--- config.mk ---
export PLATFORM = sky130hd
export DESIGN_NAME = rdi_queue
export DESIGN_NICKNAME = d
export VERILOG_FILES = /design/src/design/rdi_pkg.sv /design/src/design/rdi_queue.sv
export SDC_FILE = /design/constraint.sdc
export NUM_CORES = 1
export LEC_CHECK = 0
export ABC_AREA = 1
export BUFFER_PORTS_ARGS = -buffer_cell sky130_fd_sc_hd__buf_2
export CAP_MARGIN = 0
export CELL_PAD_IN_SITES_DETAIL_PLACEMENT = 1
export CELL_PAD_IN_SITES_GLOBAL_PLACEMENT = 1
export CORE_AREA = 2 2 343 345
export CTS_BUF_LIST = sky130_fd_sc_hd__clkbuf_4
export CTS_CLUSTER_SIZE = 40
export DETAILED_ROUTE_END_ITERATION = 16
export DIE_AREA = 0 0 345 347
export GPL_ROUTABILITY_DRIVEN = 0
export PLACE_DENSITY = 0.83
export SLEW_MARGIN = 20
export SYNTH_ARGS = -nofsm -noshare
export SYNTH_HDL_FRONTEND = slang
export SYNTH_SLANG_ARGS = --single-unit
--- constraint.sdc ---
create_clock -name aclk -period 11 [get_ports aclk]
set_input_delay 1.65 -clock aclk [delete_from_list [all_inputs] [get_ports aclk]]
set_output_delay 1.65 -clock aclk [all_outputs]
set_load 0.05 [all_outputs]
--- src/design/rdi_pkg.sv ---
// ---------------------------------------------------------------------------
// rdi_pkg
// Types, widths, register indexes and the arctangent table for the ray/disk
// intersection block.
// ---------------------------------------------------------------------------
`default_nettype none

package rdi_pkg;

    localparam int COORD_W    = 32;
    localparam int AXIS_W     = 16;
    localparam int AXES_W     = 48;
    localparam int CFG_IDX_W  = 3;
    localparam int CFG_DATA_W = 48;
    localparam int S_TDATA_W  = 256;
    localparam int M_TDATA_W  = 64;

    localparam int DEFAULT_CORDIC_STEPS = 16;
    localparam int DEFAULT_QUEUE_DEPTH  = 4;
    localparam int ATAN_ENTRIES         = 24;

    // t divider: numerator/denominator width, magnitude width, quotient bits
    localparam int NUM_W     = 50;
    localparam int MAG_W     = 48;
    localparam int FRAC_BITS = 16;
    localparam int Q_BITS    = 33;
    localparam int LOW_BITS  = Q_BITS - FRAC_BITS;

    // v divider quotient bits (quotient can reach 65536)
    localparam int V_QUO_W = 17;
    localparam int W_CLAMP = 33554432;

    // register indexes
    localparam logic [CFG_IDX_W-1:0] REG_PLANE_NORMAL    = 3'd0;
    localparam logic [CFG_IDX_W-1:0] REG_TEX_AXIS_FIRST  = 3'd1;
    localparam logic [CFG_IDX_W-1:0] REG_TEX_AXIS_SECOND = 3'd2;
    localparam logic [CFG_IDX_W-1:0] REG_CENTER_X        = 3'd3;
    localparam logic [CFG_IDX_W-1:0] REG_CENTER_Y        = 3'd4;
    localparam logic [CFG_IDX_W-1:0] REG_CENTER_Z        = 3'd5;
    localparam logic [CFG_IDX_W-1:0] REG_RADIUS_SQ       = 3'd6;
    localparam logic [CFG_IDX_W-1:0] REG_PLANE_OFFSET    = 3'd7;

    typedef logic signed [COORD_W-1:0] coord_t;

    typedef struct packed {
        coord_t [2:0] org;
        coord_t [2:0] dir;
        coord_t       t_min;
        coord_t       t_limit;
    } ray_t;

    typedef struct packed {
        ray_t                     ray;
        logic                     par;
        logic signed [NUM_W-1:0]  num;
        logic signed [NUM_W-1:0]  den;
    } front_item_t;

    typedef struct packed {
        logic [AXES_W-1:0]  normal;
        logic [AXES_W-1:0]  axis1;
        logic [AXES_W-1:0]  axis2;
        coord_t [2:0]       center;
        logic [COORD_W-1:0] radius_sq;
        coord_t             offset;
    } cfg_t;

    function automatic logic signed [AXIS_W-1:0] lane(input logic [AXES_W-1:0] p,
                                                      input int k);
        return $signed(p[AXIS_W*k +: AXIS_W]);
    endfunction

    // arctangent of 2^-i in units of 2^-32 turn
    function automatic logic [29:0] atan_turn(input int i);
        logic [29:0] a;
        case (i)
            0:  a = 30'd536870912;
            1:  a = 30'd316933406;
            2:  a = 30'd167458907;
            3:  a = 30'd85004756;
            4:  a = 30'd42667331;
            5:  a = 30'd21354465;
            6:  a = 30'd10679838;
            7:  a = 30'd5340245;
            8:  a = 30'd2670163;
            9:  a = 30'd1335087;
            10: a = 30'd667544;
            11: a = 30'd333772;
            12: a = 30'd166886;
            13: a = 30'd83443;
            14: a = 30'd41722;
            15: a = 30'd20861;
            16: a = 30'd10430;
            17: a = 30'd5215;
            18: a = 30'd2608;
            19: a = 30'd1304;
            20: a = 30'd652;
            21: a = 30'd326;
            22: a = 30'd163;
            23: a = 30'd81;
            default: a = 30'd0;
        endcase
        return a;
    endfunction

endpackage

`default_nettype wire

--- src/design/rdi_queue.sv ---
// ---------------------------------------------------------------------------
// rdi_queue
// Short FIFO between front and back; the front reserves space ahead.
// ---------------------------------------------------------------------------
`default_nettype none

module rdi_queue #(
    parameter int QUEUE_DEPTH = rdi_pkg::DEFAULT_QUEUE_DEPTH
) (
    input  logic                              aclk,
    input  logic                              aresetn,
    input  logic                              push,
    input  rdi_pkg::front_item_t              push_item,
    input  logic                              pop,
    output logic                              q_valid,
    output rdi_pkg::front_item_t              q_item,
    output logic [$clog2(QUEUE_DEPTH+1)-1:0]  q_count
);
    import rdi_pkg::*;

    localparam int CNT_W = $clog2(QUEUE_DEPTH+1);
    localparam int PTR_W = (QUEUE_DEPTH > 1) ? $clog2(QUEUE_DEPTH) : 1;

    front_item_t        mem [QUEUE_DEPTH];
    logic [PTR_W-1:0]   wr_ptr_reg;
    logic [PTR_W-1:0]   rd_ptr_reg;
    logic [CNT_W-1:0]   count_reg;

    function automatic logic [PTR_W-1:0] bump(input logic [PTR_W-1:0] p);
        return (p == PTR_W'(QUEUE_DEPTH-1)) ? '0 : p + 1'b1;
    endfunction

    always_ff @(posedge aclk) begin
        if (!aresetn) begin
            wr_ptr_reg <= '0;
            rd_ptr_reg <= '0;
            count_reg  <= '0;
        end else begin
            if (push)
                wr_ptr_reg <= bump(wr_ptr_reg);
            if (pop)
                rd_ptr_reg <= bump(rd_ptr_reg);
            count_reg <= count_reg + CNT_W'(push) - CNT_W'(pop);
        end
    end

    always_ff @(posedge aclk) begin
        if (push)
            mem[wr_ptr_reg] <= push_item;
    end

    assign q_valid = (count_reg != '0);
    assign q_item  = mem[rd_ptr_reg];
    assign q_count = count_reg;

endmodule

`default_nettype wire

==> impl_metrics.json, run 1 <==
{
  "wl_met3_um": 11300,
  "fin_ws_ns": 4.58,
  "cts-root-buf": "clkbuf_4",
  "synth_top_area_share_pct": 75.8,
  "dr_wl_met2_um": 81100,
  "dieArea_sq_mm": 0.120,
  "dp_hpwl_um": 90800,
  "netlist_top_cells_area": "edfxtp_1 76%, inv_1 4.8%, nand2_1 4.8%",
  "clk_latency_ns": 1.33,
  "slowest_stage": "dfxtp_4",
  "io_buffers": 721,
  "synth_fp_nets": 4592,
  "io-pin-count": 722,
  "yosysTopAreaCell": "edfxtp_1",
  "drt_iter0_drc": 2886,
  "cts_setup_buffers": 0,
  "dp_slack_ns": 6.05,
  "fmaxAchievable_ghz": 0.156,
  "largest_register_ffs": 1428,
  "synth-xor-area-share_pct": 0,
  "hold_path_depth": 1,
  "worstPathRequired_ns": 9.35,
  "die_h_um": 347,
  "ys_seq_area_share_pct": 76.1,
  "arrival_ns": 4.77,
  "syn-mean-instance-area_sq_um": 13.4,
  "outcome": "complete, no violations",
  "cts_resized": 0,
  "post_drt_wl_per_cell_um": 22.3,
  "skew_ns": 0.144,
  "synth_commonest_cells": "1428 x edfxtp_1, 729 x inv_1, 724 x nand2_1",
  "cp-end-kind": "primary output",
  "final_net_count": 5478,
  "synth-edff-count": 1428,
  "synth-compound-area-share_pct": 11.1,
  "async_flop_share_pct": 0,
  "highest_layer": "met5",
  "ctsHtreeMaxLevel": 5,
  "drc_errors": 0,
  "grt_max_degree": 270,
  "numClockSinks": 1437,
  "synth_mux_area_share_pct": 0,
  "drv_cap": 0,
  "synth_top_family_by_area": "compound AO/OA/AOI/OAI gates",
  "hold_class": "in2reg",
  "power_mw": 12.5,
  "rrSetupSlack_ns": 7.39,
  "grt_pass1_wl_um": 232000,
  "start_util_pct": 48.9,
  "syn-instance-count": 4223,
  "core.rowCount": 125,
  "vias": 36800,
  "report.final.hold_viol_count": 0,
  "yosys.cell_count.top_type": "edfxtp_1",
  "min-delay-start": "push_item[54]",
  "reg2reg_from": "wr_ptr_reg[0]$_SDFFE_PN0P_",
  "critPathMaxStageDelay_ns": 0.93,
  "rr_worst_depth": 6,
  "slew_viol_final": 0,
  "worst_slew_pin_slew_ns": 1.21,
  "setup_viol_count_final": 0,
  "cp_cell_sequence": "buf_4 > buf_12 > a21oi_1 > o21ai_0 > nand2_1 > buf_2",
  "hold_path_end": "mem[1][54]$_DFFE_PP_",
  "synthesis.area_sq_mm": 0.0566,
  "drive_gt1_share_pct": 24.0,
  "core_sq_mm": 0.116,
  "cts_tree": "yes",
  "path_max_fanout": 195,
  "power_density_mw_per_mm2": 192,
  "synthAdderAreaFrac_pct": 0.190,
  "yosys_warnings": 0,
  "routed_via_density": 5.32,
  "grt_setup_unrepaired": "no",
  "regMostFlops": "mem",
  "timing.final.crit_share_pct": 58.4,
  "cts_buffer_depth": 4,
  "die-width_um": 345,
  "grt_pass1_vias": 40100,
  "wl_met1_um": 54500,
  "timing.final.crit_period_ns": 6.42,
  "synth_ff_type": "edfxtp_1",
  "overflow": 0,
  "hold_slack_ns": 0.538,
  "synth-simple-area-share_pct": 4.87,
  "grtUsageTotal_pct": 25.4,
  "synth_cell_types": 16,
  "p_leak_nw": 25.6,
  "syn2layout_area_growth_pct": 15.4,
  "clk_pin_slew_ns": 0.09,
  "regToRegEndpoint": "mem[2][222]$_DFFE_PP_",
  "path_class": "reg2out",
  "drt-pass1-iter-count": 7,
  "fin_setup_tns_ns": 0,
  "cp-start-kind": "flop",
  "slew_headroom_pct": 19.3,
  "cts_made_buffers": 375,
  "postRouteAntennaNets": 0,
  "synth_seq_cells": 1437,
  "wl_um": 154000,
  "antenna_found_initial": 65,
  "peakVddDrop_mv": 0.139,
  "postCtsHoldBufs": 0
}
## critical path, delay by kind of cell, from the launching register on
kind / cells / cell delay, ns
buf+inv: 3 / 1.47
flops: 1 / 0.93
compound gates: 2 / 0.36
simple gates: 1 / 0.14
## cell type report
type	count	area, sq um
antenna	51	128
clock buffer	507	3810
clock inverter	109	462
fill	11900	50500
inverter	729	2770
multi-input combinational	1819	9150
sequential	1437	43100
tap	1524	1910
timing repair buffer	747	3970
## metrics by stage
| stage | utilization [%] | cells | area [sq um] |
|---|---|---|---|
| after floorplan | - | 4223 | 56600 |
| after global placement | 52.6 | 6256 | 60900 |
| after detailed placement | 52.6 | 6256 | 60900 |
| after CTS | 56.3 | 6872 | 65100 |
| after global routing | 56.4 | 6911 | 65200 |
| final | 56.4 | 6923 | 65300 |
## routing by layer
metal / global-route usage (%) / vias up
li1: - / 16800
met1: 26.8 / 18300
met2: 45.1 / 1320
met3: 8.50 / 411
met4: 13.1 / 46
met5: 0 / -
## kinds of logic (layout without fill, tap and decap cells)
logic type / after synthesis / in the layout
buffers and inverters: 967 / 2092
DFF: 1437 / 1437
and+or+nand+nor: 734 / 734
adders and majority gates: 8 / 8
other: 0 / 51
AOI/OAI and AO/OA: 1077 / 1077
## worst max-delay path by stage
stage	startpoint	endpoint	slack, ns	cells after the start
after CTS	flop	q_item[355]	4.51	5
after floorplan	push	mem[3][0]$_DFFE_PP_	1.77	2
final	flop	q_item[217]	4.58	6
after global placement	flop	q_item[300]	6.12	5
after detailed placement	flop	q_item[300]	6.05	5
after global routing	flop	q_item[338]	4.24	5
## layout by cell type, fill, tap and decap left out, types with 13 or more instances in the layout
master       n
a21oi_1    360
buf_12      13
o211ai_1   357
buf_2      721
edfxtp_1  1428
inv_1      725
clkinv_1    88
clkbuf_4   507
diode_2     51
o21ai_0    360
nand2_1    724
## power breakdown
group	switching [mW]	internal [mW]	total, mW	leakage, nW
Clock	2.19	2.14	4.33	2.56
Sequential	0.0758	6.28	6.36	13.2
Combinational	1.49	0.365	1.86	9.87
Total	3.76	8.79	12.5	25.6
(Power assumes the default switching activity.)
==> inputs of run 2 (changes only) <==
--- a/config.mk
+++ b/config.mk
@@ -5,16 +5,16 @@
 export SDC_FILE = /design/constraint.sdc
 export NUM_CORES = 1
 export LEC_CHECK = 0
-export ABC_AREA = 1
+export ABC_AREA = 0
 export BUFFER_PORTS_ARGS = -buffer_cell sky130_fd_sc_hd__buf_2
 export CAP_MARGIN = 0
 export CELL_PAD_IN_SITES_DETAIL_PLACEMENT = 1
 export CELL_PAD_IN_SITES_GLOBAL_PLACEMENT = 1
-export CORE_AREA = 2 2 343 345
+export CORE_AREA = 2 2 318 320
 export CTS_BUF_LIST = sky130_fd_sc_hd__clkbuf_4
 export CTS_CLUSTER_SIZE = 40
 export DETAILED_ROUTE_END_ITERATION = 16
-export DIE_AREA = 0 0 345 347
+export DIE_AREA = 0 0 320 322
 export GPL_ROUTABILITY_DRIVEN = 0
 export PLACE_DENSITY = 0.83
 export SLEW_MARGIN = 20
==> constraint.sdc (replaced) <==
create_clock -name aclk -period 6 [get_ports aclk]
set_input_delay 0.9 -clock aclk [delete_from_list [all_inputs] [get_ports aclk]]
set_output_delay 0.9 -clock aclk [all_outputs]
set_load 0.05 [all_outputs]
==> run 2 against run 1 <==
Non-clock buffer count is 364 higher. Clock skew fell by 0.049 ns. Sequential share of layout area increased by 0.37 points. Worst hold slack got worse by 0.39 ns.
==> impl_metrics.json, run 2 <==
{
  "die-width_um": 320,
  "cp_cell_sequence": "buf_4 > buf_4 > mux4_2 > buf_2",
  "yosys_warnings": 0,
  "timing.final.crit_period_ns": 4.69,
  "drc_errors": 0,
  "dp_hpwl_um": 81600,
  "overflow": 0,
  "final_net_count": 3668,
  "worstPathRequired_ns": 5.10,
  "timing.final.crit_share_pct": 78.2,
  "report.final.hold_viol_count": 0,
  "numClockSinks": 1437,
  "slew_viol_final": 0,
  "placed_cell_area_sq_mm": 0.0570,
  "final_util_pct": 65.2,
  "path_max_fanout": 40,
  "syn-instance-count": 1907,
  "cp-start-kind": "flop",
  "io_buffers": 721,
  "start_util_pct": 52.5,
  "core.rowCount": 116,
  "synth_seq_cells": 1437,
  "crit_family": "buffers and inverters",
  "postRouteAntennaNets": 0,
  "synth_cell_types": 19,
  "worst_slew_pin_slew_ns": 0.986,
  "netlist_top_cells_area": "edfxtp_1 82%, mux4_2 15%, buf_12 1.3%",
  "synth_commonest_cells": "1428 x edfxtp_1, 357 x mux4_2, 35 x buf_2",
  "worst-path-buf-inv": 3,
  "routed_via_density": 5.95,
  "fin_area_sq_mm": 0.0649,
  "syn2layout_area_growth_pct": 24.1,
  "dieArea_sq_mm": 0.103,
  "peakVddDrop_mv": 0.307,
  "cts_buffer_depth": 4,
  "hold_class": "in2reg",
  "yosys.cell_count.top_type": "edfxtp_1",
  "power_density_mw_per_mm2": 359,
  "io-pin-count": 722,
  "outcome": "complete, no violations",
  "synthesis.area_sq_mm": 0.0523,
  "syn-mean-instance-area_sq_um": 27.4,
  "skew_ns": 0.0949,
  "yosysTopAreaCell": "edfxtp_1",
  "synth-edff-count": 1428,
  "clk_pin_slew_ns": 0.07,
  "ys_seq_area_share_pct": 82.3,
  "ctsHtreeMaxLevel": 5,
  "core_sq_mm": 0.0996,
  "fmaxAchievable_ghz": 0.213,
  "p_leak_nw": 22.3,
  "cts_made_buffers": 359,
  "final_common_cell": "edfxtp_1",
  "fin_setup_tns_ns": 0,
  "setup_viol_count_final": 0,
  "critPathMaxStageDelay_ns": 0.94,
  "drt_iter0_drc": 2687,
  "grt_setup_unrepaired": "no",
  "cts_setup_buffers": 0,
  "die_h_um": 322,
  "slew_headroom_pct": 34.3,
  "antenna_found_initial": 25,
  "synth_top_area_share_pct": 82.0,
  "synth_fp_nets": 2276,
  "slowest_stage": "dfxtp_4",
  "grt_max_degree": 134,
  "rr_worst_depth": 4,
  "hold_path_depth": 3,
  "largest_register_ffs": 1428,
  "final_cell_mix": "1428 x edfxtp_1, 721 x buf_2, 487 x clkbuf_4",
  "async_flop_share_pct": 0,
  "cp_common_cell": "buf_4",
  "fill_cells": 8371,
  "cts-root-buf": "clkbuf_4",
  "synth_ff_type": "edfxtp_1",
  "grtUsageTotal_pct": 31.9,
  "regMostFlops": "mem",
  "drive_gt1_share_pct": 46.2,
  "arrival_ns": 3.79,
  "drt-pass1-iter-count": 5,
  "wl_um": 166000,
  "drv_cap": 0,
  "grt_pass1_wl_um": 232000,
  "post_drt_wl_per_cell_um": 34.3,
  "cp-end-kind": "primary output",
  "clk_latency_ns": 1.17,
  "grt_pass1_vias": 32100,
  "crit_cells": 4,
  "cts_tree": "yes",
  "vias": 28800,
  "path_class": "reg2out"
}
[run 2: per-layer routing]
metal | global-route usage, % | share of wire [%] | vias to the layer above
li1 | - | - | 11300
met1 | 33.5 | 31 | 15100
met2 | 58.1 | 55 | 1934
met3 | 7.87 | 7.6 | 508
met4 | 18.2 | 6.1 | 14
met5 | 0 | 0.056 | -
[run 2: power breakdown]
part	total [mW]	internal, mW	switching, mW
clock	8.48	3.97	4.51
combinational	3.19	0.950	2.24
sequential	11.7	11.5	0.186
[run 2: worst paths after layout]
kind	startpoint	to	slack, ns
worst max-delay path	flop	q_item[158]	1.31
worst min register to register	wr_ptr_reg[0]$_SDFFE_PN0P_	wr_ptr_reg[0]$_SDFFE_PN0P_	0.56
worst min-delay path	push	wr_ptr_reg[0]$_SDFFE_PN0P_	0.14
worst max register to register	wr_ptr_reg[1]$_SDFFE_PN0P_	mem[1][275]$_DFFE_PP_	3.47
[run 2: tightest hold or removal path: stages]
cell,delay [ns]
buf_2,0.16
nand2b_1,0.14
a21oi_1,0.06
[run 2: what timing repair did]
action                                  CTS  global route
hold buffers                            359             0
gates resized for setup                   0             0
setup endpoints to repair                 0             0
endpoints found under the hold margin  1433             0
[run 2: logic make-up after synthesis]
group | count (synthesis) | share of synthesized area [%]
compound gates | 2 | 0.0191
flops | 1437 | 82.3
xor+xnor | 1 | 0.0431
mux | 359 | 15.4
buf+inv | 86 | 1.81
fa+ha+maj | 8 | 0.206
simple gates | 14 | 0.158
[run 2: stage by stage]
stage	worst slack [ns]	power [mW]	std cells	hold slack, ns
6_report	1.31	23.3	4852	0.145
5_1_grt	0.983	24.0	4848	0.0549
4_1_cts	1.12	22.7	4831	0.0122
3_5_place_dp	2.45	14.7	3877	0.537
3_3_place_gp	2.55	14.5	3877	0.478
2_1_floorplan	0.307	13.9	1907	0.476
[run 2: final cells by class]
class,count,area (sq um),share of cell area [%]
repair buffers,1111,7610,11.7
inverters,6,22.5,0.0347
flip-flops and latches,1437,43100,66.4
clock buffers,487,3660,5.63
well taps,1298,1620,2.50
diodes,21,52.6,0.0810
clock inverters,108,571,0.879
multi-input cells,384,8290,12.8
